$ cat config.mk
export PLATFORM = sky130hd
export DESIGN_NAME = polled_feedback_slave
export DESIGN_NICKNAME = d
export VERILOG_FILES = /design/src/hw/rtl/pfs_pkg.sv /design/src/hw/rtl/pfs_cfg_regs.sv /design/src/hw/rtl/pfs_in_stage.sv /design/src/hw/rtl/pfs_core.sv /design/src/hw/rtl/pfs_out_stage.sv /design/src/hw/rtl/polled_feedback_slave.sv
export VERILOG_INCLUDE_DIRS = /design/src /design/src/hw/rtl
export SDC_FILE = /design/constraint.sdc
export NUM_CORES = 1
export LEC_CHECK = 0
export ABC_AREA = 1
export ABC_CLOCK_PERIOD_IN_PS = 3630
export BUFFER_PORTS_ARGS = -buffer_cell sky130_fd_sc_hd__buf_4
export CORE_MARGIN = 3
export CORE_UTILIZATION = 55
export DETAILED_ROUTE_END_ITERATION = 16
export PLACE_DENSITY = 0.75
export SETUP_SLACK_MARGIN = 0.3
export SLEW_MARGIN = 0
export SYNTH_ARGS = -nofsm -noshare
export SYNTH_HDL_FRONTEND = slang
export SYNTH_SLANG_ARGS = --single-unit
$ cat constraint.sdc
create_clock -name aclk -period 3.63 [get_ports aclk]
set_clock_uncertainty 0.1 [all_clocks]
set_input_delay 0.363 -clock aclk [delete_from_list [all_inputs] [get_ports aclk]]
set_output_delay 0.363 -clock aclk [all_outputs]
set_load 0.02 [all_outputs]
$ cat src/hw/rtl/polled_feedback_slave_assert.svh
// Assertion macros used by the core of the polled feedback slave RTL.
`ifndef POLLED_FEEDBACK_SLAVE_ASSERT_SVH
`define POLLED_FEEDBACK_SLAVE_ASSERT_SVH

// Same-cycle implication, checked on aclk outside reset.
`define PFS_ASSERT_SAME(lbl, ante, cons) \
    lbl: assert property (@(posedge aclk) disable iff (!aresetn) (ante) |-> (cons)) \
        else $error("pfs assertion failed");

// Next-cycle implication, checked on aclk outside reset.
`define PFS_ASSERT_NEXT(lbl, ante, cons) \
    lbl: assert property (@(posedge aclk) disable iff (!aresetn) (ante) |=> (cons)) \
        else $error("pfs assertion failed");

`endif

$ cat src/hw/rtl/pfs_pkg.sv
// Types, codes and constants of the polled feedback slave.
package pfs_pkg;

    localparam logic [7:0] GOOD_CYCLE_PULSES = 8'd130;
    localparam logic [7:0] PULSE_COUNT_MAX   = 8'd255;
    localparam logic [3:0] IDLE_TICKS_MAX    = 4'd15;
    localparam logic [3:0] IDLE_CHECK_CYCLE  = 4'd3;
    localparam logic [3:0] IDLE_CHECK_PARITY = 4'd5;
    localparam logic [3:0] IDLE_CHECK_LOSS   = 4'd7;

    localparam int CFG_INDEX_W = 2;
    localparam int CFG_DATA_W  = 8;

    typedef enum logic [CFG_INDEX_W-1:0] {
        REG_OWN_ADDRESS  = 2'd0,
        REG_PARITY_POLICY = 2'd1,
        REG_PULSE_POLICY = 2'd2
    } reg_index_t;

    typedef enum logic [1:0] {
        MODE_POLL  = 2'd0,
        MODE_TICK  = 2'd1,
        MODE_OFFER = 2'd2
    } mode_t;

    typedef enum logic [1:0] {
        POLICY_IGNORE       = 2'd0,
        POLICY_DROP_IF_SENT = 2'd1,
        POLICY_DROP         = 2'd2
    } policy_t;

    typedef struct packed {
        logic [1:0] mode;
        logic [7:0] offered_byte;
    } pfs_in_t;

    typedef struct packed {
        logic        tx_valid;
        logic [7:0]  tx_data;
        logic        link_ok;
        logic        busy_pending;
        logic [15:0] parity_error_total;
        logic [15:0] pulse_error_total;
    } pfs_out_t;

    typedef struct packed {
        logic [7:0] own_address;
        logic [1:0] parity_policy;
        logic [1:0] pulse_policy;
    } pfs_cfg_t;

    localparam logic [1:0] PARITY_POLICY_RESET = POLICY_DROP_IF_SENT;
    localparam logic [1:0] PULSE_POLICY_RESET  = POLICY_DROP;

endpackage

$ cat src/hw/rtl/pfs_cfg_regs.sv
// Configuration register file of the polled feedback slave.
module pfs_cfg_regs
    import pfs_pkg::*;
(
    input  logic                   aclk,
    input  logic                   aresetn,
    input  logic                   cfg_wr_en,
    input  logic [CFG_INDEX_W-1:0] cfg_index,
    input  logic [CFG_DATA_W-1:0]  cfg_wr_data,
    output pfs_cfg_t               cfg
);

    pfs_cfg_t cfg_reg;
    pfs_cfg_t cfg_next;

    always_comb begin
        cfg_next = cfg_reg;
        if (cfg_wr_en) begin
            case (cfg_index)
                REG_OWN_ADDRESS:   cfg_next.own_address   = cfg_wr_data;
                REG_PARITY_POLICY: cfg_next.parity_policy = cfg_wr_data[1:0];
                REG_PULSE_POLICY:  cfg_next.pulse_policy  = cfg_wr_data[1:0];
                default:           cfg_next = cfg_reg;
            endcase
        end
    end

    always_ff @(posedge aclk) begin
        if (!aresetn) begin
            cfg_reg.own_address   <= '0;
            cfg_reg.parity_policy <= PARITY_POLICY_RESET;
            cfg_reg.pulse_policy  <= PULSE_POLICY_RESET;
        end else begin
            cfg_reg <= cfg_next;
        end
    end

    assign cfg = cfg_reg;

endmodule

$ cat src/hw/rtl/pfs_in_stage.sv
// Input register of the polled feedback slave.
module pfs_in_stage
    import pfs_pkg::*;
(
    input  logic    aclk,
    input  logic    aresetn,
    input  logic    s_valid,
    output logic    s_ready,
    input  pfs_in_t s_item,
    input  logic    advance,
    output logic    item_valid,
    output pfs_in_t item
);

    logic    valid_reg;
    logic    valid_next;
    pfs_in_t item_reg;

    assign s_ready    = !valid_reg || advance;
    assign valid_next = s_ready ? s_valid : valid_reg;

    always_ff @(posedge aclk) begin
        if (!aresetn) begin
            valid_reg <= 1'b0;
        end else begin
            valid_reg <= valid_next;
        end
    end

    always_ff @(posedge aclk) begin
        if (s_valid && s_ready) begin
            item_reg <= s_item;
        end
    end

    assign item_valid = valid_reg;
    assign item       = item_reg;

endmodule

$ cat src/hw/rtl/pfs_core.sv
// Bus state, pulse counting, silence checks and error policies.
module pfs_core
    import pfs_pkg::*;
(
    input  logic     aclk,
    input  logic     aresetn,
    input  pfs_cfg_t cfg,
    input  logic     fire,
    input  pfs_in_t  item,
    output pfs_out_t result
);

`include "polled_feedback_slave_assert.svh"

    logic [7:0]  pulse_count_reg, pulse_count_next;
    logic [7:0]  last_seen_reg, last_seen_next;
    logic [3:0]  idle_ticks_reg, idle_ticks_next;
    logic [7:0]  held_byte_reg, held_byte_next;
    logic        pending_reg, pending_next;
    logic        armed_reg, armed_next;
    logic        sent_reg, sent_next;
    logic        retry_pulse_reg, retry_pulse_next;
    logic        retry_parity_reg, retry_parity_next;
    logic        good_reg, good_next;
    logic [15:0] parity_errors_reg, parity_errors_next;
    logic [15:0] pulse_errors_reg, pulse_errors_next;
    logic        tx_valid;
    logic [7:0]  tx_data;
    logic        poll_step;
    logic        quiet_tick;

    function automatic logic policy_drops(input logic [1:0] policy, input logic just_sent);
        logic drop;
        case (policy)
            POLICY_DROP_IF_SENT: drop = just_sent;
            POLICY_DROP:         drop = 1'b1;
            default:             drop = 1'b0;
        endcase
        return drop;
    endfunction

    always_comb begin
        pulse_count_next   = pulse_count_reg;
        last_seen_next     = last_seen_reg;
        idle_ticks_next    = idle_ticks_reg;
        held_byte_next     = held_byte_reg;
        pending_next       = pending_reg;
        armed_next         = armed_reg;
        sent_next          = sent_reg;
        retry_pulse_next   = retry_pulse_reg;
        retry_parity_next  = retry_parity_reg;
        good_next          = good_reg;
        parity_errors_next = parity_errors_reg;
        pulse_errors_next  = pulse_errors_reg;
        tx_valid           = 1'b0;
        tx_data            = '0;
        case (item.mode)
            MODE_POLL: begin
                if (armed_reg && (cfg.own_address == pulse_count_reg)) begin
                    tx_valid     = 1'b1;
                    tx_data      = held_byte_reg;
                    pending_next = 1'b0;
                    armed_next   = 1'b0;
                    sent_next    = 1'b1;
                end
                if (pulse_count_reg != PULSE_COUNT_MAX) begin
                    pulse_count_next = pulse_count_reg + 8'd1;
                end
            end
            MODE_TICK: begin
                if (pulse_count_reg != last_seen_reg) begin
                    last_seen_next  = pulse_count_reg;
                    idle_ticks_next = 4'd1;
                end else if (idle_ticks_reg != IDLE_TICKS_MAX) begin
                    idle_ticks_next = idle_ticks_reg + 4'd1;
                    if (idle_ticks_next == IDLE_CHECK_CYCLE) begin
                        retry_pulse_next  = sent_reg;
                        retry_parity_next = sent_reg;
                        sent_next         = 1'b0;
                        if (pulse_count_reg == GOOD_CYCLE_PULSES) begin
                            good_next = 1'b1;
                            if (pending_reg) begin
                                armed_next = 1'b1;
                            end
                        end else if (good_reg) begin
                            pulse_errors_next = pulse_errors_reg + 16'd1;
                            if (policy_drops(cfg.pulse_policy, sent_reg)) begin
                                good_next  = 1'b0;
                                armed_next = 1'b0;
                            end
                        end
                        pulse_count_next = '0;
                        last_seen_next   = '0;
                    end else if (idle_ticks_next == IDLE_CHECK_PARITY) begin
                        if (good_reg) begin
                            parity_errors_next = parity_errors_reg + 16'd1;
                            if (policy_drops(cfg.parity_policy, retry_parity_reg)) begin
                                good_next  = 1'b0;
                                armed_next = 1'b0;
                            end
                        end
                    end else if (idle_ticks_next == IDLE_CHECK_LOSS) begin
                        if (good_reg) begin
                            parity_errors_next = parity_errors_reg - 16'd1;
                        end
                        good_next  = 1'b0;
                        armed_next = 1'b0;
                    end
                end
            end
            MODE_OFFER: begin
                if (!pending_reg) begin
                    held_byte_next = item.offered_byte;
                    pending_next   = 1'b1;
                end
            end
            default: begin
                tx_valid = 1'b0;
            end
        endcase
    end

    always_ff @(posedge aclk) begin
        if (!aresetn) begin
            pulse_count_reg   <= '0;
            last_seen_reg     <= '0;
            idle_ticks_reg    <= '0;
            held_byte_reg     <= '0;
            pending_reg       <= 1'b0;
            armed_reg         <= 1'b0;
            sent_reg          <= 1'b0;
            retry_pulse_reg   <= 1'b0;
            retry_parity_reg  <= 1'b0;
            good_reg          <= 1'b0;
            parity_errors_reg <= '0;
            pulse_errors_reg  <= '0;
        end else if (fire) begin
            pulse_count_reg   <= pulse_count_next;
            last_seen_reg     <= last_seen_next;
            idle_ticks_reg    <= idle_ticks_next;
            held_byte_reg     <= held_byte_next;
            pending_reg       <= pending_next;
            armed_reg         <= armed_next;
            sent_reg          <= sent_next;
            retry_pulse_reg   <= retry_pulse_next;
            retry_parity_reg  <= retry_parity_next;
            good_reg          <= good_next;
            parity_errors_reg <= parity_errors_next;
            pulse_errors_reg  <= pulse_errors_next;
        end
    end

    assign result.tx_valid           = tx_valid;
    assign result.tx_data            = tx_data;
    assign result.link_ok            = good_next;
    assign result.busy_pending       = pending_next;
    assign result.parity_error_total = parity_errors_next;
    assign result.pulse_error_total  = pulse_errors_next;

    assign poll_step  = fire && (item.mode == MODE_POLL) && (pulse_count_reg != PULSE_COUNT_MAX);
    assign quiet_tick = fire && (item.mode == MODE_TICK) && (idle_ticks_reg == IDLE_TICKS_MAX)
                        && (pulse_count_reg == last_seen_reg);

    `PFS_ASSERT_SAME(a_armed_needs_link, armed_reg, good_reg)
    `PFS_ASSERT_SAME(a_armed_needs_pending, armed_reg, pending_reg)
    `PFS_ASSERT_SAME(a_tx_only_on_poll, fire && tx_valid, item.mode == MODE_POLL)
    `PFS_ASSERT_NEXT(a_poll_counts, poll_step, pulse_count_reg == 8'($past(pulse_count_reg) + 8'd1))
    `PFS_ASSERT_NEXT(a_long_silence_quiet, quiet_tick, $stable(parity_errors_reg) && $stable(good_reg))

endmodule

$ cat src/hw/rtl/pfs_out_stage.sv
// Result register of the polled feedback slave.
module pfs_out_stage
    import pfs_pkg::*;
(
    input  logic     aclk,
    input  logic     aresetn,
    input  logic     load,
    input  pfs_out_t result,
    output logic     can_load,
    output logic     m_valid,
    input  logic     m_ready,
    output pfs_out_t m_result
);

    logic     valid_reg;
    logic     valid_next;
    pfs_out_t result_reg;

    assign can_load   = !valid_reg || m_ready;
    assign valid_next = load ? 1'b1 : (valid_reg && !m_ready);

    always_ff @(posedge aclk) begin
        if (!aresetn) begin
            valid_reg <= 1'b0;
        end else begin
            valid_reg <= valid_next;
        end
    end

    always_ff @(posedge aclk) begin
        if (load) begin
            result_reg <= result;
        end
    end

    assign m_valid  = valid_reg;
    assign m_result = result_reg;

endmodule

$ cat src/hw/rtl/polled_feedback_slave.sv
// Top level of the polled feedback slave.
//
// Input channel s_valid/s_ready/s_item: one transaction is one bus event
// (poll pulse, tick or a byte offered by software). Result channel
// m_valid/m_ready/m_result: exactly one transaction per input transaction,
// in order, holding tx_valid/tx_data for the pulse and the link status,
// pending flag and both error counters after the event.
// Configuration: cfg_wr_en writes cfg_wr_data into register cfg_index
// (0 own address, 1 parity policy, 2 pulse policy) at the clock edge;
// write only while no transaction is in flight.
// The accepting edge loads the input register; the state update is loaded
// into the result register once it can take the item, and m_valid is set
// by that load. Throughput is one transaction per cycle while the receiver
// does not stall.
// When the receiver stalls, the result register holds; the input register
// takes a transaction only while empty, so s_ready drops once it holds one.
// Reset (aresetn low, synchronous) empties both registers, clears all bus
// state and counters and loads the policy reset values.
module polled_feedback_slave
    import pfs_pkg::*;
(
    input  logic                   aclk,
    input  logic                   aresetn,
    input  logic                   s_valid,
    output logic                   s_ready,
    input  pfs_in_t                s_item,
    output logic                   m_valid,
    input  logic                   m_ready,
    output pfs_out_t               m_result,
    input  logic                   cfg_wr_en,
    input  logic [CFG_INDEX_W-1:0] cfg_index,
    input  logic [CFG_DATA_W-1:0]  cfg_wr_data
);

    pfs_cfg_t cfg;
    pfs_in_t  item;
    pfs_out_t result;
    logic     item_valid;
    logic     can_load;
    logic     advance;

    assign advance = item_valid && can_load;

    pfs_cfg_regs u_cfg (
        .aclk        (aclk),
        .aresetn     (aresetn),
        .cfg_wr_en   (cfg_wr_en),
        .cfg_index   (cfg_index),
        .cfg_wr_data (cfg_wr_data),
        .cfg         (cfg)
    );

    pfs_in_stage u_in (
        .aclk       (aclk),
        .aresetn    (aresetn),
        .s_valid    (s_valid),
        .s_ready    (s_ready),
        .s_item     (s_item),
        .advance    (advance),
        .item_valid (item_valid),
        .item       (item)
    );

    pfs_core u_core (
        .aclk    (aclk),
        .aresetn (aresetn),
        .cfg     (cfg),
        .fire    (advance),
        .item    (item),
        .result  (result)
    );

    pfs_out_stage u_out (
        .aclk     (aclk),
        .aresetn  (aresetn),
        .load     (advance),
        .result   (result),
        .can_load (can_load),
        .m_valid  (m_valid),
        .m_ready  (m_ready),
        .m_result (m_result)
    );

endmodule
Word level (Yosys, flattened, before mapping)
Index checks and enable logic that the tools add are counted.
{ "op_classes": {"n_addsub": 5, "n_mul": 0, "div_mod_pow": 0, "magnitude_cmp": 0, "n_eq_ne": 27, "n_shift": 0, "muxes": 69, "bitwise": 2, "n_reduce_logical": 25} }
{ "op_table": {"columns": ["cell", "count"], "rows": [
  ["two-way mux 16 bit", 14],
  ["two-way mux 1 bit", 42],
  ["two-way mux 8 bit", 5],
  ["adder 16 x 1 -> 16 bit, second input constant", 2],
  ["one-hot mux 8 bit (2 select lines)", 1],
  ["subtractor 16 x 1 -> 16 bit, second input constant", 1],
  ["inequality test 4 x 3 -> 1 bit, second input constant", 3],
  ["AND reduction 6 bit", 2],
  ["AND reduction 11 bit", 1],
  ["one-hot mux 1 bit (2 select lines)", 5],
  ["adder 8 x 1 -> 8 bit, second input constant", 1],
  ["equality test 2 x 1 -> 1 bit, second input constant", 4],
  ["equality test 2 bit, second input constant", 4],
  ["equality test 4 x 3 -> 1 bit, second input constant", 2],
  ["equality test 8 bit", 1],
  ["equality test 8 bit, second input constant", 1],
  ["two-way mux 4 bit", 2],
  ["inequality test 4 bit, second input constant", 2],
  ["inequality test 8 bit", 1],
  ["inequality test 8 bit, second input constant", 1],
  ["AND reduction 2 bit", 4],
  ["inequality test 2 x 1 -> 1 bit, second input constant", 3],
  ["AND reduction 3 bit", 2],
  ["nonzero test 2 bit", 3],
  ["12 further kinds", 21]
]} }
{ "totals": {"register_bits": 132, "latch_bits": 0, "ram_bits": 0, "rom_bits": 0, "n_memories": 0} }

Logic depth before layout (Yosys ltp)
{ "depth": {"ltp_word": 15, "ltp_mapped": 16, "mapped_depth_nobuf": 15} }

Hierarchy
A second synthesis with hierarchy kept.
{ "unflattened": {"hier_cells": 941, "area_unflattened_um2": 7018.0} }
{ "by_module_without_submodules": {"columns": ["mod", "instances", "cells_per_inst", "area_each_um2", "seq_area_each_um2"], "rows": [
  ["pfs_core", 1, 796, 4779.6, 1301.2],
  ["pfs_out_stage", 1, 49, 1337.5, 1311.3],
  ["pfs_cfg_regs", 1, 77, 541.8, 240.2],
  ["pfs_in_stage", 1, 17, 351.6, 320.3],
  ["polled_feedback_slave", 1, 2, 7.5, 0.0]
]} }

Least setup slack after synthesis
No wires, ideal clock.
{ "synth_path": {"path_kind": "reg-to-reg", "startpoint": "register u_out.valid_reg (netlist: u_out.m_valid)", "endpoint": "register u_out.result_reg, in the netlist u_out.m_result[0], enable pin", "setup_ns": 0.425, "arrival_time_ns": 2.371, "t_required_ns": 3.105, "setup_slack_ns": 0.734, "stages_incl_launch_ff": 6, "cell_sequence": "dfxtp_1 nand2_1 nand2_1 inv_1 clkbuf_1 clkbuf_1"} }
{ "synth_via": {"elab_chain_cells": 3} }
{ "synth_rtl": {"columns": ["item", "line", "rtl"], "rows": [
  ["start, declared", "pfs_out_stage.sv:15", "logic valid_reg;"],
  ["start signal, assigned", "pfs_out_stage.sv:26", "valid_reg <= valid_next;"],
  ["zero test 1 bit", "pfs_out_stage.sv:19", "assign can_load = !valid_reg || m_ready;"],
  ["logical OR 1 bit", "pfs_out_stage.sv:19", null],
  ["logical AND 1 bit", "polled_feedback_slave.sv:42", "assign advance = item_valid && can_load;"],
  ["via advance", "polled_feedback_slave.sv:40", "logic advance;"],
  ["end signal, assigned", "pfs_out_stage.sv:32", "result_reg <= result;"],
  ["end, declared", "pfs_out_stage.sv:17", "pfs_out_t result_reg;"]
]} }
The timed path passes the listed nets, and every way through them passes these cells.
A chain may end at the register's enable or synchronous reset.

==> results.ini <==
[setup_path]
timing.rr.start=u_core.idle_ticks_reg[1]$_SDFFE_PN0P_
path_class=reg -> reg
cp-end-kind=flop
r2r_end=u_out.m_result[29]$_DFFE_PP_
cp-endpoint=u_out.m_result[29]$_DFFE_PP_
cp_max_fo=22
cpPeakStageDelay_ns=0.43
r2r_slack_ns=1.22
crit_arrival_ns=2.48
cpMostUsedCell=nand2_1
crit_chain=ha_1 -> inv_1 -> nand2_1 -> nand3_1 -> inv_1 -> nand2_1 -> nand2_1 -> inv_1 -> nor2_2 -> nand3_1 -> nand2_1 -> nand2_1
cp-startpoint=u_core.idle_ticks_reg[1]$_SDFFE_PN0P_
slowest_stage=dfxtp_1
start_kind=flop
worstPathRequired_ns=3.70
rr_worst_depth=12

[routing]
drc=0
num_vias=6125
dr.first_iter.drc_count=540
drt_first_pass_iters=4
totalWireLength_mm=15.3
wire_per_inst_um=12.9
drtAntennaViolNets=0
viasPerCell=5.15

[logic_synthesis]
synth_top_flop_cell=dfxtp_1
synth-seq-cells=132
synthesis.area_sq_mm=0.00700
ys_warn_count=0
synth_simple_gate_area_frac=0.297
synth-seq-area-share=0.453
synth.distinct_cells=39
synth_edf_count=53
syn_nets=980
synth_compound_area_frac=0.111
yosys.area_share.adder=0.0214
synthMuxAreaShare=0
synth_top_family_by_area=simple AND/OR/NAND/NOR gates
synthCells=943
avgSynthCellArea_sq_um=7.43
async_flop_share=0
synth-xor-area-share=0.0163

[layout]
seq_area_sq_mm=0.00317
postLayoutCoreUtil=0.672
largest_reg_flops=43
fill_cells=1072
fin_nets=1046
multiInputGateArea_sq_mm=0.00312
drive_above_1_share=0.143
syn_to_final_growth_pct=17.1
diodes=0

[clock_network]
insertion_delay_ns=0.43
hold_buffers=1
cts_resized=0
cts_sinks=132
clock-root-buffer=clkbuf_16
clock_path_buffers=2
cts_tree=yes
post-cts-setup-buffers=0
cts_buffers=17
htreeDepth=4
clk_pin_slew_worst_paths_ns=0.06

[floorplan]
die_h_um=119
boundaryPins=70
core.rowCount=40
fp.coreArea_sq_mm=0.0122
start_util=0.573
die-area_sq_mm=0.0141
dieWidth_um=119

[power]
power.density_mw_per_mm2=446
peakVddDrop_mv=0.345
p_leak_nw=3.67

[placed_design]
routabilityCongestion=0.953
hpwl_mm=10.7
port_buffers=69

[grt]
grt_pass1_wl_mm=26.0
antenna_found_initial=0
grt-ovfl-total=0
grt_max_degree=43
grt_usage=0.226
grt_pass1_vias=5579

[worst_hold_path]
hold_class=in -> reg

[sta]
setup_viol=0
worst_pin_slew_ns=0.755
hold_violations=0
slew_viol_final=0
fin_tns_setup_ns=0
rsz0062_at_grt=no
min_period_ns=2.41
slew-limit-headroom=0.493
fmax_ghz=0.415
period_share=0.663

[status]
outcome=finished clean

[run]
cap_violations=0

==> layout by cell type (no fill, tap or decap), drive strengths merged <==
| cell | n |
|---|---|
| inv | 150 |
| clkbuf | 19 |
| a21oi | 70 |
| clkinv | 9 |
| o22ai | 1 |
| nor3 | 22 |
| edfxtp | 53 |
| a211oi | 2 |
| nand4 | 27 |
| clkinvlp | 2 |
| buf | 73 |
| dlygate4sd3 | 3 |
| nor2 | 85 |
| dfxtp | 79 |
| o31ai | 1 |
| o2111ai | 1 |
| o211ai | 2 |
| a21boi | 1 |
| nand3b | 2 |
| or2 | 1 |
| nor4 | 3 |
| bufinv | 2 |
| nand2 | 251 |
| xor2 | 10 |
| xnor2 | 3 |
| o21ai | 68 |
| ha | 12 |
| nand3 | 69 |
==> how the worst min path moves through the flow <==
stage                                                    start                              endpoint  slack [ns]  cells past startpoint
final                                                s_item[7]                u_in.item[7]$_DFFE_PP_        0.02                      1
after floorplan           u_core.held_byte_reg[0]$_SDFFE_PN0P_  u_core.held_byte_reg[0]$_SDFFE_PN0P_        0.33                      2
after global placement    u_core.held_byte_reg[3]$_SDFFE_PN0P_  u_core.held_byte_reg[3]$_SDFFE_PN0P_        0.34                      2
after global routing                                 s_item[2]                u_in.item[2]$_DFFE_PP_       0.002                      1
after CTS                                            s_item[6]                u_in.item[6]$_DFFE_PP_      0.0002                      1
after detailed placement  u_core.held_byte_reg[6]$_SDFFE_PN0P_  u_core.held_byte_reg[6]$_SDFFE_PN0P_        0.35                      2
==> power breakdown <==
part / internal, mW / switching [mW] / leakage (nW) / total, mW
Sequential: 1.62 / 0.0538 / 1.16 / 1.68
Clock: 0.992 / 0.607 / 0.265 / 1.60
Combinational: 0.138 / 0.248 / 2.25 / 0.385
==> Yosys cell counts (7+ instances only) <==
cell	instances	share of area
nand2_1	242	0.13
nand3_1	65	0.046
inv_2	9	0.0048
xor2_1	10	0.013
dfxtp_1	79	0.23
edfxtp_1	53	0.23
nor3_1	19	0.014
ha_1	12	0.021
o21ai_1	11	0.0079
o21ai_0	54	0.039
clkbuf_1	18	0.0096
inv_1	141	0.076
nor2_1	72	0.039
a21oi_1	68	0.049
nand4_1	26	0.023
nand2_2	7	0.0063
nor2_4	8	0.013
==> cells by family (layout without fill, tap and decap cells) <==
logic type	after synthesis	in the layout
buffers and inverters	180	258
adders and majority gates	12	12
DFF	132	132
xor gates and xnor gates	13	13
AOI/OAI and AO/OA	146	146
and+or+nand+nor	460	460
==> final cells by class <==
type                       count  share of cell area
inverter                     151              0.0691
clock inverter                12              0.0140
sequential                   132               0.387
timing repair buffer          76              0.0705
clock buffer                  19              0.0528
tap                          168              0.0256
multi-input combinational    631               0.381
==> critical path, delay by kind of cell (launching register included) <==
| kind | cells | cell delay (ns) |
|---|---|---|
| fa+ha+maj | 1 | 0.20 |
| simple gates | 8 | 1.22 |
| flops | 1 | 0.43 |
| buf+inv | 3 | 0.20 |
==> through the flow <==
stage | instance area (sq um) | hold slack, ns | power [mW] | worst slack, ns | instances
final | 8200 | 0.0150 | 3.66 | 1.22 | 1189
after global routing | 8200 | 0.00179 | 3.81 | 0.876 | 1189
after CTS | 8180 | 0.000235 | 3.69 | 1.24 | 1187
after detailed placement | 7620 | 0.347 | 2.08 | 1.25 | 1155
after global placement | 7620 | 0.340 | 2.08 | 1.31 | 1155
after floorplan | 7000 | 0.330 | 1.96 | 0.734 | 943
==> routing by layer <==
| metal | vias to the layer above | global-route usage | wire length, um |
|---|---|---|---|
| met4 | 0 | 0.0782 | 250 |
| met2 | 142 | 0.366 | 7390 |
| met3 | 21 | 0.0575 | 751 |
| met1 | 2772 | 0.295 | 6950 |
| met5 | - | 0 | 0 |
| li1 | 3190 | - | - |
Power figures use the tool's default switching activity.
